==> src/assert_macros.svh <==
// assertion helpers for the comparator rtl
`ifndef ASSERT_MACROS_SVH
`define ASSERT_MACROS_SVH

// clocked check, masked while reset is held
`define ASSERT_CLK(label, prop, msg) \
	label: assert property (@(posedge clk) disable iff (!arst_n) (prop)) else $error(msg);

// same-cycle implication on top of the clocked check
`define ASSERT_IMPLY(label, ante, cons, msg) \
	`ASSERT_CLK(label, (ante) |-> (cons), msg)

`endif

==> src/relc_pkg.sv <==
// ----------------------------------------------------------------------------
// relc_pkg
// Shared types and constants of the relative error line comparator.
// ----------------------------------------------------------------------------
package relc_pkg;

	localparam int VALUE_W   = 32;
	localparam int ERR_W     = 16;
	localparam int COUNT_W   = 32;
	localparam int COL_W     = 6;
	localparam int THRESH_W  = 31;
	localparam int MASK_W    = 32;
	localparam int CFG_IDX_W = 2;
	localparam int CFG_DAT_W = 32;
	localparam int QUO_W     = 16;
	localparam int PROD_W    = 39;

	typedef enum logic [CFG_IDX_W-1:0] {
		CFG_ZERO_THRESHOLD = 2'd0,
		CFG_TOLERANCE_PCT  = 2'd1,
		CFG_COLUMN_MASK    = 2'd2
	} relc_cfg_idx_t;

	typedef enum logic [2:0] {
		ST_IDLE,
		ST_MAG,
		ST_PREP,
		ST_SCALE,
		ST_DIV,
		ST_FIN
	} relc_state_t;

	typedef struct packed {
		logic               line_differs;
		logic [ERR_W-1:0]   line_max_error;
		logic [COUNT_W-1:0] differing_lines;
		logic [ERR_W-1:0]   overall_max_error;
	} relc_line_stats_t;

endpackage

==> src/relc_ifs.sv <==
// ----------------------------------------------------------------------------
// relc channel interfaces
// Valid/ready channels for column items, result items and register writes.
// ----------------------------------------------------------------------------
interface relc_item_if;
	import relc_pkg::*;

	logic                      valid;
	logic                      ready;
	logic signed [VALUE_W-1:0] value_a;
	logic signed [VALUE_W-1:0] value_b;
	logic                      both_numeric;
	logic [COL_W-1:0]          column_number;
	logic                      last_in_line;

	modport source (output valid, value_a, value_b, both_numeric, column_number,
		last_in_line, input ready);
	modport sink (input valid, value_a, value_b, both_numeric, column_number,
		last_in_line, output ready);
endinterface

interface relc_result_if;
	import relc_pkg::*;

	logic               valid;
	logic               ready;
	logic               column_differs;
	logic [ERR_W-1:0]   column_error;
	logic               line_done;
	logic               line_differs;
	logic [ERR_W-1:0]   line_max_error;
	logic [COUNT_W-1:0] differing_lines;
	logic [ERR_W-1:0]   overall_max_error;

	modport source (output valid, column_differs, column_error, line_done, line_differs,
		line_max_error, differing_lines, overall_max_error, input ready);
	modport sink (input valid, column_differs, column_error, line_done, line_differs,
		line_max_error, differing_lines, overall_max_error, output ready);
endinterface

interface relc_cfg_if;
	import relc_pkg::*;

	logic                 valid;
	logic                 ready;
	logic [CFG_IDX_W-1:0] index;
	logic [CFG_DAT_W-1:0] data;

	modport source (output valid, index, data, input ready);
	modport sink (input valid, index, data, output ready);
endinterface

==> src/relative_error_line_comparator.sv <==
// ----------------------------------------------------------------------------
// relative_error_line_comparator
// Percentage error between paired Q16.16 values, per column and per line.
// ----------------------------------------------------------------------------
//  channel  role    payload
//  item     sink    value_a, value_b, both_numeric, column_number, last_in_line
//  result   source  column and line error fields, running statistics
//  cfg      sink    index, data (zero_threshold, tolerance_pct, column_mask)
//
//  one item at a time: item.ready is high only while the sequencer is idle;
//  the 16 quotient steps of the serial divider make up most of each item's run.
//  the result register is loaded in the final step (fin); a result that is
//  not taken stalls the sequencer in that step, the next item waits.
//  arst_n clears the sequencer, statistics and config registers (mask to all ones).
//  cfg.ready is always high.
// ----------------------------------------------------------------------------
`include "assert_macros.svh"

module relative_error_line_comparator #(
	parameter int MAX_COLUMNS     = 32,
	parameter int SATURATED_ERROR = 65535
) (
	input  logic          clk,
	input  logic          arst_n,
	relc_item_if.sink     item,
	relc_result_if.source result,
	relc_cfg_if.sink      cfg
);
	import relc_pkg::*;

	localparam logic [COL_W:0]   MAXC = (COL_W+1)'(MAX_COLUMNS);
	localparam logic [ERR_W-1:0] SAT  = ERR_W'(SATURATED_ERROR);
	localparam logic [COL_W-1:0] MASK_COLS = COL_W'(MASK_W);

	relc_state_t state_q, state_n;

	logic [THRESH_W-1:0] zero_threshold_q;
	logic [ERR_W-1:0]    tolerance_q;
	logic [MASK_W-1:0]   column_mask_q;

	logic [VALUE_W-1:0]  a_q, b_q;
	logic                cmp_q, last_q;
	logic [VALUE_W-1:0]  ma_q, mb_q, diff_q, big_q;
	logic                za_q, zb_q;
	logic [PROD_W-1:0]   p96_q;

	logic                sel;
	logic [COL_W-1:0]    col_m1;
	logic [VALUE_W-1:0]  ma, mb, absd;
	logic [VALUE_W:0]    d;
	logic [PROD_W-1:0]   prod;

	logic                accept;
	logic                div_start, div_done;
	logic [QUO_W-1:0]    quot;
	logic                fin_fire;
	logic [ERR_W-1:0]    q_cap, err;
	logic                differs;
	relc_line_stats_t    stats;

	logic                res_valid_q;
	logic                res_differs_q, res_done_q;
	logic [ERR_W-1:0]    res_err_q;
	relc_line_stats_t    res_stats_q;

	// column selection at the input
	always_comb begin
		col_m1 = item.column_number - 1'b1;
		sel = (item.column_number != '0) && ({1'b0, item.column_number} <= MAXC)
			&& ((column_mask_q == '1) || ((item.column_number <= MASK_COLS)
			&& column_mask_q[col_m1[$clog2(MASK_W)-1:0]]));
	end

	assign accept = item.valid && item.ready;

	// configuration writes
	assign cfg.ready = 1'b1;
	always_ff @(posedge clk or negedge arst_n) begin
		if (!arst_n) begin
			zero_threshold_q <= '0;
			tolerance_q      <= '0;
			column_mask_q    <= '1;
		end else if (cfg.valid) begin
			case (cfg.index)
				CFG_ZERO_THRESHOLD: zero_threshold_q <= cfg.data[THRESH_W-1:0];
				CFG_TOLERANCE_PCT:  tolerance_q      <= cfg.data[ERR_W-1:0];
				CFG_COLUMN_MASK:    column_mask_q    <= cfg.data[MASK_W-1:0];
				default: ;
			endcase
		end
	end

	// magnitudes and absolute difference
	always_comb begin
		ma   = a_q[VALUE_W-1] ? (~a_q + 1'b1) : a_q;
		mb   = b_q[VALUE_W-1] ? (~b_q + 1'b1) : b_q;
		d    = {a_q[VALUE_W-1], a_q} - {b_q[VALUE_W-1], b_q};
		absd = d[VALUE_W] ? VALUE_W'(-d) : d[VALUE_W-1:0];
		// diff * 100 = diff * 96 + diff * 4
		prod = p96_q + ({{(PROD_W-VALUE_W){1'b0}}, diff_q} << 2);
	end

	always_ff @(posedge clk) begin
		if (accept) begin
			a_q    <= item.value_a;
			b_q    <= item.value_b;
			cmp_q  <= item.both_numeric && sel;
			last_q <= item.last_in_line;
		end
		if (state_q == ST_MAG) begin
			ma_q   <= ma;
			mb_q   <= mb;
			diff_q <= absd;
		end
		if (state_q == ST_PREP) begin
			big_q <= (ma_q > mb_q) ? ma_q : mb_q;
			za_q  <= ma_q < {1'b0, zero_threshold_q};
			zb_q  <= mb_q < {1'b0, zero_threshold_q};
			p96_q <= ({{(PROD_W-VALUE_W){1'b0}}, diff_q} << 6)
				+ ({{(PROD_W-VALUE_W){1'b0}}, diff_q} << 5);
		end
	end

	// quotient of diff * 25600 / big, low byte of the numerator is zero
	relc_div u_div (
		.clk      (clk),
		.arst_n   (arst_n),
		.start    (div_start),
		.divisor  (big_q),
		.numer_hi (prod[PROD_W-1:8]),
		.numer_lo ({prod[7:0], 8'h00}),
		.done     (div_done),
		.quotient (quot)
	);

	// column error from the zero tests and the quotient
	always_comb begin
		q_cap = (quot > SAT) ? SAT : quot;
		err   = '0;
		if (cmp_q) begin
			if (za_q && zb_q)
				err = '0;
			else if (za_q != zb_q)
				err = SAT;
			else if (big_q == '0)
				err = '0;
			else if (q_cap < tolerance_q)
				err = '0;
			else
				err = q_cap;
		end
		differs = err > tolerance_q;
	end

	relc_stats u_stats (
		.clk            (clk),
		.arst_n         (arst_n),
		.step           (fin_fire),
		.column_differs (differs),
		.column_error   (err),
		.line_done      (last_q),
		.stats          (stats)
	);

	// sequencer
	always_comb begin
		state_n = state_q;
		case (state_q)
			ST_IDLE:  if (item.valid) state_n = ST_MAG;
			ST_MAG:   state_n = ST_PREP;
			ST_PREP:  state_n = ST_SCALE;
			ST_SCALE: state_n = ST_DIV;
			ST_DIV:   if (div_done) state_n = ST_FIN;
			ST_FIN:   if (!res_valid_q || result.ready) state_n = ST_IDLE;
			default:  state_n = ST_IDLE;
		endcase
	end

	always_comb begin
		item.ready = 1'b0;
		div_start  = 1'b0;
		fin_fire   = 1'b0;
		case (state_q)
			ST_IDLE:  item.ready = 1'b1;
			ST_SCALE: div_start  = 1'b1;
			ST_FIN:   fin_fire   = !res_valid_q || result.ready;
			default: ;
		endcase
	end

	always_ff @(posedge clk or negedge arst_n) begin
		if (!arst_n) begin
			state_q     <= ST_IDLE;
			res_valid_q <= 1'b0;
		end else begin
			state_q <= state_n;
			if (fin_fire)
				res_valid_q <= 1'b1;
			else if (result.ready)
				res_valid_q <= 1'b0;
		end
	end

	always_ff @(posedge clk) begin
		if (fin_fire) begin
			res_differs_q <= differs;
			res_err_q     <= err;
			res_done_q    <= last_q;
			res_stats_q   <= stats;
		end
	end

	assign result.valid             = res_valid_q;
	assign result.column_differs    = res_differs_q;
	assign result.column_error      = res_err_q;
	assign result.line_done         = res_done_q;
	assign result.line_differs      = res_stats_q.line_differs;
	assign result.line_max_error    = res_stats_q.line_max_error;
	assign result.differing_lines   = res_stats_q.differing_lines;
	assign result.overall_max_error = res_stats_q.overall_max_error;

	`ASSERT_IMPLY(a_div_done_in_div, div_done, state_q == ST_DIV, "divider finished outside its step")
	`ASSERT_CLK(a_accept_starts, accept |=> state_q == ST_MAG, "accepted item did not start")
	`ASSERT_IMPLY(a_differs_nonzero, result.valid && result.column_differs, result.column_error > '0, "differing column with zero error")
	`ASSERT_IMPLY(a_line_flag_closes, result.valid && result.line_differs, result.line_done, "line flag without line end")

endmodule

==> src/relc_div.sv <==
// ----------------------------------------------------------------------------
// relc_div
// Restoring divider, one quotient bit per cycle, numerator low bits shifted in.
// ----------------------------------------------------------------------------
module relc_div (
	input  logic                             clk,
	input  logic                             arst_n,
	input  logic                             start,
	input  logic [relc_pkg::VALUE_W-1:0]     divisor,
	input  logic [relc_pkg::VALUE_W-2:0]     numer_hi,
	input  logic [relc_pkg::QUO_W-1:0]       numer_lo,
	output logic                             done,
	output logic [relc_pkg::QUO_W-1:0]       quotient
);
	import relc_pkg::*;

	localparam int CNT_W = $clog2(QUO_W);
	localparam logic [CNT_W-1:0] LAST_STEP = CNT_W'(QUO_W - 1);

	logic                 busy_q;
	logic                 done_q;
	logic [CNT_W-1:0]     cnt_q;
	logic [VALUE_W-1:0]   rem_q;
	logic [QUO_W-1:0]     num_q;
	logic [QUO_W-1:0]     quo_q;
	logic [VALUE_W-1:0]   div_q;
	logic [VALUE_W:0]     trial;
	logic                 fits;
	logic [VALUE_W:0]     rem_next;

	// shift in the next numerator bit and try one subtraction
	always_comb begin
		trial    = {rem_q, num_q[QUO_W-1]};
		fits     = trial >= {1'b0, div_q};
		rem_next = fits ? (trial - {1'b0, div_q}) : trial;
	end

	always_ff @(posedge clk or negedge arst_n) begin
		if (!arst_n) begin
			busy_q <= 1'b0;
			done_q <= 1'b0;
			cnt_q  <= '0;
		end else begin
			done_q <= 1'b0;
			if (start) begin
				busy_q <= 1'b1;
				cnt_q  <= '0;
			end else if (busy_q) begin
				cnt_q <= cnt_q + 1'b1;
				if (cnt_q == LAST_STEP) begin
					busy_q <= 1'b0;
					done_q <= 1'b1;
				end
			end
		end
	end

	always_ff @(posedge clk) begin
		if (start) begin
			rem_q <= {1'b0, numer_hi};
			num_q <= numer_lo;
			quo_q <= '0;
			div_q <= divisor;
		end else if (busy_q) begin
			rem_q <= rem_next[VALUE_W-1:0];
			num_q <= {num_q[QUO_W-2:0], 1'b0};
			quo_q <= {quo_q[QUO_W-2:0], fits};
		end
	end

	assign done     = done_q;
	assign quotient = quo_q;

endmodule

==> src/relc_stats.sv <==
// ----------------------------------------------------------------------------
// relc_stats
// Line flag and peak, differing line count and overall peak error.
// ----------------------------------------------------------------------------
module relc_stats (
	input  logic                          clk,
	input  logic                          arst_n,
	input  logic                          step,
	input  logic                          column_differs,
	input  logic [relc_pkg::ERR_W-1:0]    column_error,
	input  logic                          line_done,
	output relc_pkg::relc_line_stats_t    stats
);
	import relc_pkg::*;

	logic               line_flag_q;
	logic [ERR_W-1:0]   line_peak_q;
	logic [COUNT_W-1:0] line_count_q;
	logic [ERR_W-1:0]   global_peak_q;

	logic               flag_n;
	logic [ERR_W-1:0]   peak_n;
	logic [COUNT_W-1:0] count_n;
	logic [ERR_W-1:0]   global_n;

	always_comb begin
		flag_n   = line_flag_q | column_differs;
		peak_n   = (column_differs && (column_error > line_peak_q)) ? column_error
			: line_peak_q;
		count_n  = line_count_q;
		global_n = global_peak_q;
		if (line_done && flag_n) begin
			// count saturates at all ones
			if (line_count_q != '1)
				count_n = line_count_q + 1'b1;
			if (peak_n > global_peak_q)
				global_n = peak_n;
		end
		stats.line_differs      = line_done & flag_n;
		stats.line_max_error    = line_done ? peak_n : '0;
		stats.differing_lines   = count_n;
		stats.overall_max_error = global_n;
	end

	always_ff @(posedge clk or negedge arst_n) begin
		if (!arst_n) begin
			line_flag_q   <= 1'b0;
			line_peak_q   <= '0;
			line_count_q  <= '0;
			global_peak_q <= '0;
		end else if (step) begin
			line_flag_q   <= line_done ? 1'b0 : flag_n;
			line_peak_q   <= line_done ? '0 : peak_n;
			line_count_q  <= count_n;
			global_peak_q <= global_n;
		end
	end

endmodule
==> src/flat_wrapper.sv <==
// flat-port wrapper written by rule: the top's interface ports become plain ports
module relative_error_line_comparator_flat import relc_pkg::*;
#(
	parameter int MAX_COLUMNS     = 32,
	parameter int SATURATED_ERROR = 65535
)
  (clk, arst_n, item_valid, item_value_a, item_value_b, item_both_numeric, item_column_number, item_last_in_line, item_ready, result_valid, result_column_differs, result_column_error, result_line_done, result_line_differs, result_line_max_error, result_differing_lines, result_overall_max_error, result_ready, cfg_valid, cfg_index, cfg_data, cfg_ready);
  relc_item_if item_i ();
  relc_result_if result_i ();
  relc_cfg_if cfg_i ();
  input  logic clk;
  input  logic arst_n;
  input wire logic [$bits(item_i.valid)-1:0] item_valid;
  input wire logic [$bits(item_i.value_a)-1:0] item_value_a;
  input wire logic [$bits(item_i.value_b)-1:0] item_value_b;
  input wire logic [$bits(item_i.both_numeric)-1:0] item_both_numeric;
  input wire logic [$bits(item_i.column_number)-1:0] item_column_number;
  input wire logic [$bits(item_i.last_in_line)-1:0] item_last_in_line;
  output wire logic [$bits(item_i.ready)-1:0] item_ready;
  output wire logic [$bits(result_i.valid)-1:0] result_valid;
  output wire logic [$bits(result_i.column_differs)-1:0] result_column_differs;
  output wire logic [$bits(result_i.column_error)-1:0] result_column_error;
  output wire logic [$bits(result_i.line_done)-1:0] result_line_done;
  output wire logic [$bits(result_i.line_differs)-1:0] result_line_differs;
  output wire logic [$bits(result_i.line_max_error)-1:0] result_line_max_error;
  output wire logic [$bits(result_i.differing_lines)-1:0] result_differing_lines;
  output wire logic [$bits(result_i.overall_max_error)-1:0] result_overall_max_error;
  input wire logic [$bits(result_i.ready)-1:0] result_ready;
  input wire logic [$bits(cfg_i.valid)-1:0] cfg_valid;
  input wire logic [$bits(cfg_i.index)-1:0] cfg_index;
  input wire logic [$bits(cfg_i.data)-1:0] cfg_data;
  output wire logic [$bits(cfg_i.ready)-1:0] cfg_ready;
  assign item_i.valid = item_valid;
  assign item_i.value_a = item_value_a;
  assign item_i.value_b = item_value_b;
  assign item_i.both_numeric = item_both_numeric;
  assign item_i.column_number = item_column_number;
  assign item_i.last_in_line = item_last_in_line;
  assign item_ready = item_i.ready;
  assign result_valid = result_i.valid;
  assign result_column_differs = result_i.column_differs;
  assign result_column_error = result_i.column_error;
  assign result_line_done = result_i.line_done;
  assign result_line_differs = result_i.line_differs;
  assign result_line_max_error = result_i.line_max_error;
  assign result_differing_lines = result_i.differing_lines;
  assign result_overall_max_error = result_i.overall_max_error;
  assign result_i.ready = result_ready;
  assign cfg_i.valid = cfg_valid;
  assign cfg_i.index = cfg_index;
  assign cfg_i.data = cfg_data;
  assign cfg_ready = cfg_i.ready;
  relative_error_line_comparator #(.MAX_COLUMNS(MAX_COLUMNS), .SATURATED_ERROR(SATURATED_ERROR)) u_core (.clk(clk), .arst_n(arst_n), .item(item_i), .result(result_i), .cfg(cfg_i));
endmodule
==> config.mk <==
export PLATFORM = sky130hd
export DESIGN_NAME = relative_error_line_comparator_flat
export DESIGN_NICKNAME = d
export VERILOG_FILES = /design/src/relc_pkg.sv /design/src/relc_ifs.sv /design/src/relative_error_line_comparator.sv /design/src/relc_div.sv /design/src/relc_stats.sv /design/src/flat_wrapper.sv
export VERILOG_INCLUDE_DIRS = /design/src /design/src/src
export SDC_FILE = /design/constraint.sdc
export NUM_CORES = 1
export LEC_CHECK = 0
export BUFFER_PORTS_ARGS = -buffer_cell sky130_fd_sc_hd__buf_2
export CAP_MARGIN = 10
export CORE_ASPECT_RATIO = 1.5
export CORE_MARGIN = 2
export CORE_UTILIZATION = 35
export CTS_CLUSTER_DIAMETER = 30
export DETAILED_ROUTE_END_ITERATION = 10
export HOLD_SLACK_MARGIN = 0.05
export SLEW_MARGIN = 20
export SYNTH_ARGS = -nofsm -noshare
export SYNTH_HDL_FRONTEND = slang
export SYNTH_SLANG_ARGS = --single-unit
==> constraint.sdc <==
create_clock -name clk -period 17.8 [get_ports clk]
set_clock_uncertainty 0.15 [all_clocks]
set_input_delay 1.78 -clock clk [delete_from_list [all_inputs] [get_ports clk]]
set_output_delay 1.78 -clock clk [all_outputs]
set_load 0.02 [all_outputs]
* Word level (Yosys, flattened, before mapping) *
Cells that the tools add are included.

word-level totals
  flip-flop bits (word level) = 560
  word-level logic and storage cells = 139
  output and inout port bits = 86
  bits of input ports = 111

cells by class
  reduce and logical (&&, ||, !) cells = 21
  mux-type cells = 41
  equal/unequal tests = 14
  bitwise operators = 4
  order comparisons = 12
  add/subtract/negate cells = 10

operators by type and width
  operator               count
  $mux 16                12
  $mux 32                5
  $mux 31                4
  $add 32x1->32 const B  3
  $lt 32x31->1           2
  $not 32->32            2
  $gt 16x16->1           3
  $add 38x37->39         1
  $add 39x34->39         1
  $ge 33x32->1           1
  $sub 32x32->33         1
  $eq 32x32->1 const B   1
  $gt 32x32->1           1
  $logic_not 32->1       1
  $ne 32x32->1 const B   1
  $neg 32->32            1
  $sub 32x32->32         1
  $pmux 3 s6             1
  $gt 16x16->1 const B   1
  $lt 16x16->1           1
  $mux 1                 13
  $le 6x6->1 const B     2
  $mux 3                 3
  $logic_and 1x1->1      8
  other kinds (24)       32

* Depth between registers and ports, before layout *
  word-level depth = 14
  gate-level depth with buffers = 38
  gate-level depth less buffers = 35

* By module *
A second synthesis with hierarchy kept.

unflattened totals
  cell total of the unflattened synthesis = 2971
  area total of the unflattened synthesis = 33487.1 µm²

modules (own cells, without submodules)
  module                          area an instance (µm²)  cells each  times used  seq. area each (µm²)
  relative_error_line_comparator  22934.5                 1957        1           11516.0
  relc_div                        5924.4                  554         1           2862.7
  relc_stats                      4628.2                  460         1           1626.6

* Worst setup path after synthesis *
No wires, ideal clock.

  kind = flip-flop to flip-flop
  from = register u_core.state_q[0]
  to = register u_core.state_q[1]
  clock period less this slack = 8.541 ns
  buffers on the path = 1
  stages on the path, launching flop included = 4
  data required time = 17.541 ns
  path slack = 9.259 ns
  arrival time = 8.282 ns
  setup time = 0.109 ns
  cells stage by stage = dfrtp_1 clkbuf_1 nor3b_1 or2_2

between the ends
  word-level cells in the longest chain between the ends = 3
  elaborated cells between the ends (all ways) = 11
  classes of those cells = eq/ne: 8; mux: 1; reduce/logical: 2

RTL lines
  item                                                       line                                   text
  start, declared                                            relative_error_line_comparator.sv:35   relc_state_t state_q, state_n;
  start signal, assigned                                     relative_error_line_comparator.sv:196  state_q <= state_n;
  $eq 3x3->1 / $logic_not 3->1 (equally long branches)       relative_error_line_comparator.sv:168  case (state_q)
  $ne 2x1->1 (no line) / $ne 2x2->1 (equally long branches)  n/a
  $reduce_and 3->1 (no line)                                 n/a

Several ways; a longest one is shown, not always the timed one.
A chain may end at the register's enable or synchronous reset.

* Worst setup path after layout *
  from = register u_core.tolerance_q[9]
  to = register u_core.u_stats.global_peak_q[10]

between the ends
  word-level cells in the longest chain between the ends = 12
  elaborated cells between the ends (all ways) = 15
  classes of those cells = order compare: 4; mux: 8; bitwise: 1; reduce/logical: 2

RTL lines
  item                                    line                                                     text
  start, declared                         relative_error_line_comparator.sv:38                     logic [ERR_W-1:0] tolerance_q;
  start signal, assigned                  relative_error_line_comparator.sv:86                     CFG_TOLERANCE_PCT: tolerance_q <= cfg.data[ERR_W-1:0];
  $lt 16x16->1 *                          relative_error_line_comparator.sv:147                    else if (q_cap < tolerance_q)
  $mux 16 *                               relative_error_line_comparator.sv:147
  $mux 16 *                               relative_error_line_comparator.sv:145                    else if (big_q == '0)
  $mux 16 *                               relative_error_line_comparator.sv:143                    else if (za_q != zb_q)
  $mux 16 *                               relative_error_line_comparator.sv:141                    if (za_q && zb_q)
  $mux 16 *                               relative_error_line_comparator.sv:140                    if (cmp_q) begin
  net u_core.err[1]                       relative_error_line_comparator.sv:57                     logic [ERR_W-1:0] q_cap, err;
  $gt 16x16->1, on equally long branches  relative_error_line_comparator.sv:152, relc_stats.sv:28
  $logic_and 1x1->1 *                     relc_stats.sv:28                                         peak_n = (column_differs && (column_error > line_peak_q)) ? column_error
  $mux 16 *                               relc_stats.sv:28
  net u_core.u_stats.peak_n[3]            relc_stats.sv:22                                         logic [ERR_W-1:0] peak_n;
  $gt 16x16->1 *                          relc_stats.sv:36                                         if (peak_n > global_peak_q)
  $mux 16 *                               relc_stats.sv:36
  $mux 16 *                               relc_stats.sv:32                                         if (line_done && flag_n) begin
  end signal, assigned                    relc_stats.sv:55                                         global_peak_q <= global_n;
  end, declared                           relc_stats.sv:19                                         logic [ERR_W-1:0] global_peak_q;

The timed path passes the listed nets; every way through them passes the cells marked *.

==> impl_metrics.py <==
metrics = {
    "power_and_ir_drop": {
        "vdd_ir_drop_max_mv": 0.0905,
        "powerDensity_nw_per_um2": 190,
        "power_leakage_nw": 16.2,
    },
    "cts": {
        "root_buffer": "clkbuf_16",
        "postCtsSetupRepairBufs": 0,
        "ctsResizeCount": 0,
        "cts_sinks": 553,
        "cts_tree": "built",
        "cts_buffers": 97,
        "cts_max_level": 3,
        "clk_pin_slew_ns": 0.05,
        "clock_path_buffers": 3,
        "hold_buffers": 0,
        "clk-insertion-delay-late_ns": 0.66,
    },
    "synth": {
        "syn-cell-area_um2": 33000,
        "synth_compound_area_share_pct": 13.8,
        "post-synth-top-area-fraction_pct": 34.7,
        "ys_seq_area_share_pct": 47.6,
        "synthSimpleGateAreaFrac_pct": 11.2,
        "synthFlopType": "edfxtp_1",
        "synthArstFlopShare_pct": 27.8,
        "synthAdderAreaFrac_pct": 11.2,
        "syn_nets": 3426,
        "synth_top_family_by_area": "compound AO/OA/AOI/OAI gates",
        "synth_edf_count": 382,
        "avgSynthCellArea_um2": 10.9,
        "synth_top_area_cell": "edfxtp_1",
        "yosys-top-cells-area": "edfxtp_1 35%, ha_1 11%, dfrtp_1 9.2%, xnor2_1 4.8%, mux2_2 4.4%",
        "ys_seq_elements": 553,
        "synth_xor_xnor_area_share_pct": 6.52,
        "synth.mux.area_fraction_pct": 6.17,
        "synthCells": 3022,
        "yosysUniqueCellTypes": 80,
        "synth_warnings": 0,
    },
    "sta": {
        "slew_violations": 0,
        "finalSetupViolCount": 0,
        "whs_ns": 0.298,
        "finalHoldViolCount": 0,
        "tightest_slew_ns": 1.06,
        "min_period_over_period_pct": 41.3,
        "rsz0062_at_grt": "false",
        "fin_setup_tns_ns": 0,
        "fmax_mhz": 136,
        "finalCriticalPeriod_ns": 7.36,
        "maxSlewHeadroom_pct": 28.2,
    },
    "routing": {
        "drtAntennaViolNets": 0,
        "drcViolationCount": 0,
        "vias_per_cell": 5.10,
        "drt-total-wl_um": 81800,
        "drt-initial-drc-count": 1162,
        "wire_per_inst_um": 17.8,
        "drt-pass1-iter-count": 5,
        "vias": 23500,
    },
    "global_route": {
        "grt_use_total_pct": 16.9,
        "antenna_found_initial": 1,
        "grt_pass1_vias": 23600,
        "grt.overflow.total": 0,
        "grt_max_degree": 94,
        "grt_pass1_wl_um": 129000,
    },
    "place": {
        "port_buffers": 195,
        "hpwl_um": 63800,
        "gp_congestion": 0.904,
    },
    "critical_path": {
        "cp_num_cells": 36,
        "critPathMaxStageDelay_ns": 0.68,
        "crit_path_start": "u_core.tolerance_q[9]",
        "critical_path.top_delay_family": "compound AO/OA/AOI/OAI gates",
        "worstPathMaxFanout": 16,
        "crit_type": "reg2reg",
        "endpoint_kind": "register",
        "crit_path_end": "u_core.u_stats.global_peak_q[10]",
        "critPathRequiredTime_ns": 18.18,
        "rr_worst_depth": 36,
        "crit_path_frequent_cell": "o21a_1",
        "r2r-start": "u_core.tolerance_q[9]",
        "critPathArrivalTime_ns": 7.73,
        "r2r-end": "u_core.u_stats.global_peak_q[10]",
        "start_kind": "register",
        "reg2reg_slack_ns": 10.44,
        "critPathSlowestCell": "and2_1",
        "cp_num_buf_inv": 3,
    },
    "final_layout": {
        "multi_input_area_um2": 16200,
        "fill_cells": 9071,
        "n_antenna_cell": 0,
        "regArea_um2": 15700,
        "nNetsFinal": 3661,
        "drive_above_1_share_pct": 17.8,
        "area_growth_pct": 17.7,
    },
    "flow_run": {
        "cap_violations": 0,
    },
    "worst_hold_path": {
        "min_path_type": "reg2reg",
    },
    "floorplan": {
        "io_pins": 197,
        "die_area_um2": 96900,
        "die_height_um": 380,
        "rows": 138,
        "die_x_um": 255,
        "start_util_pct": 35.2,
        "core_um2": 93900,
    },
    "outcome": {
        "status": "completed",
    },
}
[worst reg2reg max path: cells and delay by family (launching register included)]
kind,cells,cell delay [ns]
muxes,2,0.78
AOI/OAI and AO/OA,23,3.43
DFF,1,0.37
adders and majority gates,3,0.86
and+or+nand+nor,5,1.11
buffers and inverters,3,0.54
[cells in the mapped netlist (all sizes together) (32+ instances only)]
cell    instances
dfstp          32
o21a           38
and2           32
a21oi         151
ha            289
o211ai         35
nand4          56
mux2i          36
edfxtp        382
nor2b          34
nor3           37
inv           227
xor2           65
nand2b         33
nor2          173
a21o          123
xnor2         181
o21ai         162
nand3          61
mux2          129
clkbuf         79
nand2         197
dfrtp         122
[flip-flops by register name, indices dropped and copies added (netlist names), 3 cells and up]
signal	count
u_core.result.line_max_error	16
u_core.result.differing_lines	32
u_core.u_stats.global_peak_q	16
u_core.ma_q	32
u_core.big_q	32
u_core.result.column_error	16
u_core.zero_threshold_q	31
u_core.diff_q	32
u_core.result.overall_max_error	16
u_core.a_q	32
u_core.u_div.quotient	16
u_core.u_stats.line_peak_q	16
u_core.u_div.num_q	6
u_core.u_div.rem_q	32
u_core.u_div.div_q	32
u_core.state_q	3
u_core.mb_q	32
u_core.p96_q	34
u_core.u_stats.line_count_q	32
u_core.tolerance_q	16
u_core.column_mask_q	32
u_core.b_q	32
u_core.u_div.cnt_q	4
[where the power goes]
| part | internal [mW] | switching, mW |
|---|---|---|
| registers | 1.96 | 0.277 |
| logic | 1.39 | 1.89 |
| clock network | 1.20 | 0.674 |
[stage by stage]
stage / total power [mW] / instance area (um2) / worst slack, ns / util, % / instances
4_1_cts: 7.45 / 38800 / 10.39 / 41.4 / 4600
3_3_place_gp: 5.50 / 35500 / 10.42 / 37.8 / 4418
3_5_place_dp: 5.54 / 35500 / 10.41 / 37.8 / 4418
2_1_floorplan: 4.70 / 33000 / 9.26 / - / 3022
6_report: 7.40 / 38900 / 10.44 / 41.4 / 4600
5_1_grt: 7.95 / 38900 / 9.89 / 41.4 / 4600
[per-layer routing]
layer | up-vias | global-route usage [%] | wire [um]
li1 | 11600 | - | -
met1 | 11200 | 18.8 | 32200
met2 | 491 | 30.6 | 42200
met3 | 213 | 2.57 | 3030
met4 | 2 | 8.99 | 4300
met5 | - | 0 | 12
[layout make-up]
| type | count | area share [%] |
|---|---|---|
| clock buffer | 114 | 6.54 |
| clock inverter | 68 | 2.10 |
| sequential | 553 | 40.4 |
| tap | 1260 | 4.06 |
| multi-input combinational | 2157 | 41.6 |
| timing repair buffer | 221 | 3.03 |
| inverter | 227 | 2.20 |
[worst min path at each step]
| stage | slack (ns) | cells after the start | from | end |
|---|---|---|---|---|
| global route | 0.31 | 0 | u_core.big_q[6] | u_core.u_div.div_q[6] |
| global placement | 0.28 | 0 | u_core.big_q[3] | u_core.u_div.div_q[3] |
| detailed placement | 0.29 | 0 | u_core.big_q[9] | u_core.u_div.div_q[9] |
| finish | 0.30 | 0 | u_core.big_q[3] | u_core.u_div.div_q[3] |
| floorplan | 0.27 | 0 | u_core.big_q[18] | u_core.u_div.div_q[18] |
| CTS | 0.30 | 0 | u_core.big_q[9] | u_core.u_div.div_q[9] |
[cell families (layout without fill, tap and decap cells)]
kind of cell / after synthesis / count (layout)
and+or+nand+nor: 747 / 747
AOI/OAI and AO/OA: 695 / 695
DFF: 553 / 553
buffers and inverters: 312 / 630
adders and majority gates: 293 / 293
xor gates and xnor gates: 246 / 246
muxes: 175 / 175
other: 1 / 1
[placed cells by master (no fill, tap or decap), drive strengths merged, types with 65 or more instances in the layout]
cell | netlist | final
clkbuf | 79 | 114
edfxtp | 382 | 382
xnor2 | 181 | 181
xor2 | 65 | 65
buf | 6 | 221
nand2 | 197 | 197
a21oi | 151 | 151
inv | 227 | 245
mux2 | 129 | 129
ha | 289 | 289
nor2 | 173 | 173
dfrtp | 122 | 122
o21ai | 162 | 162
a21o | 123 | 123
(Power assumes the default switching activity.)
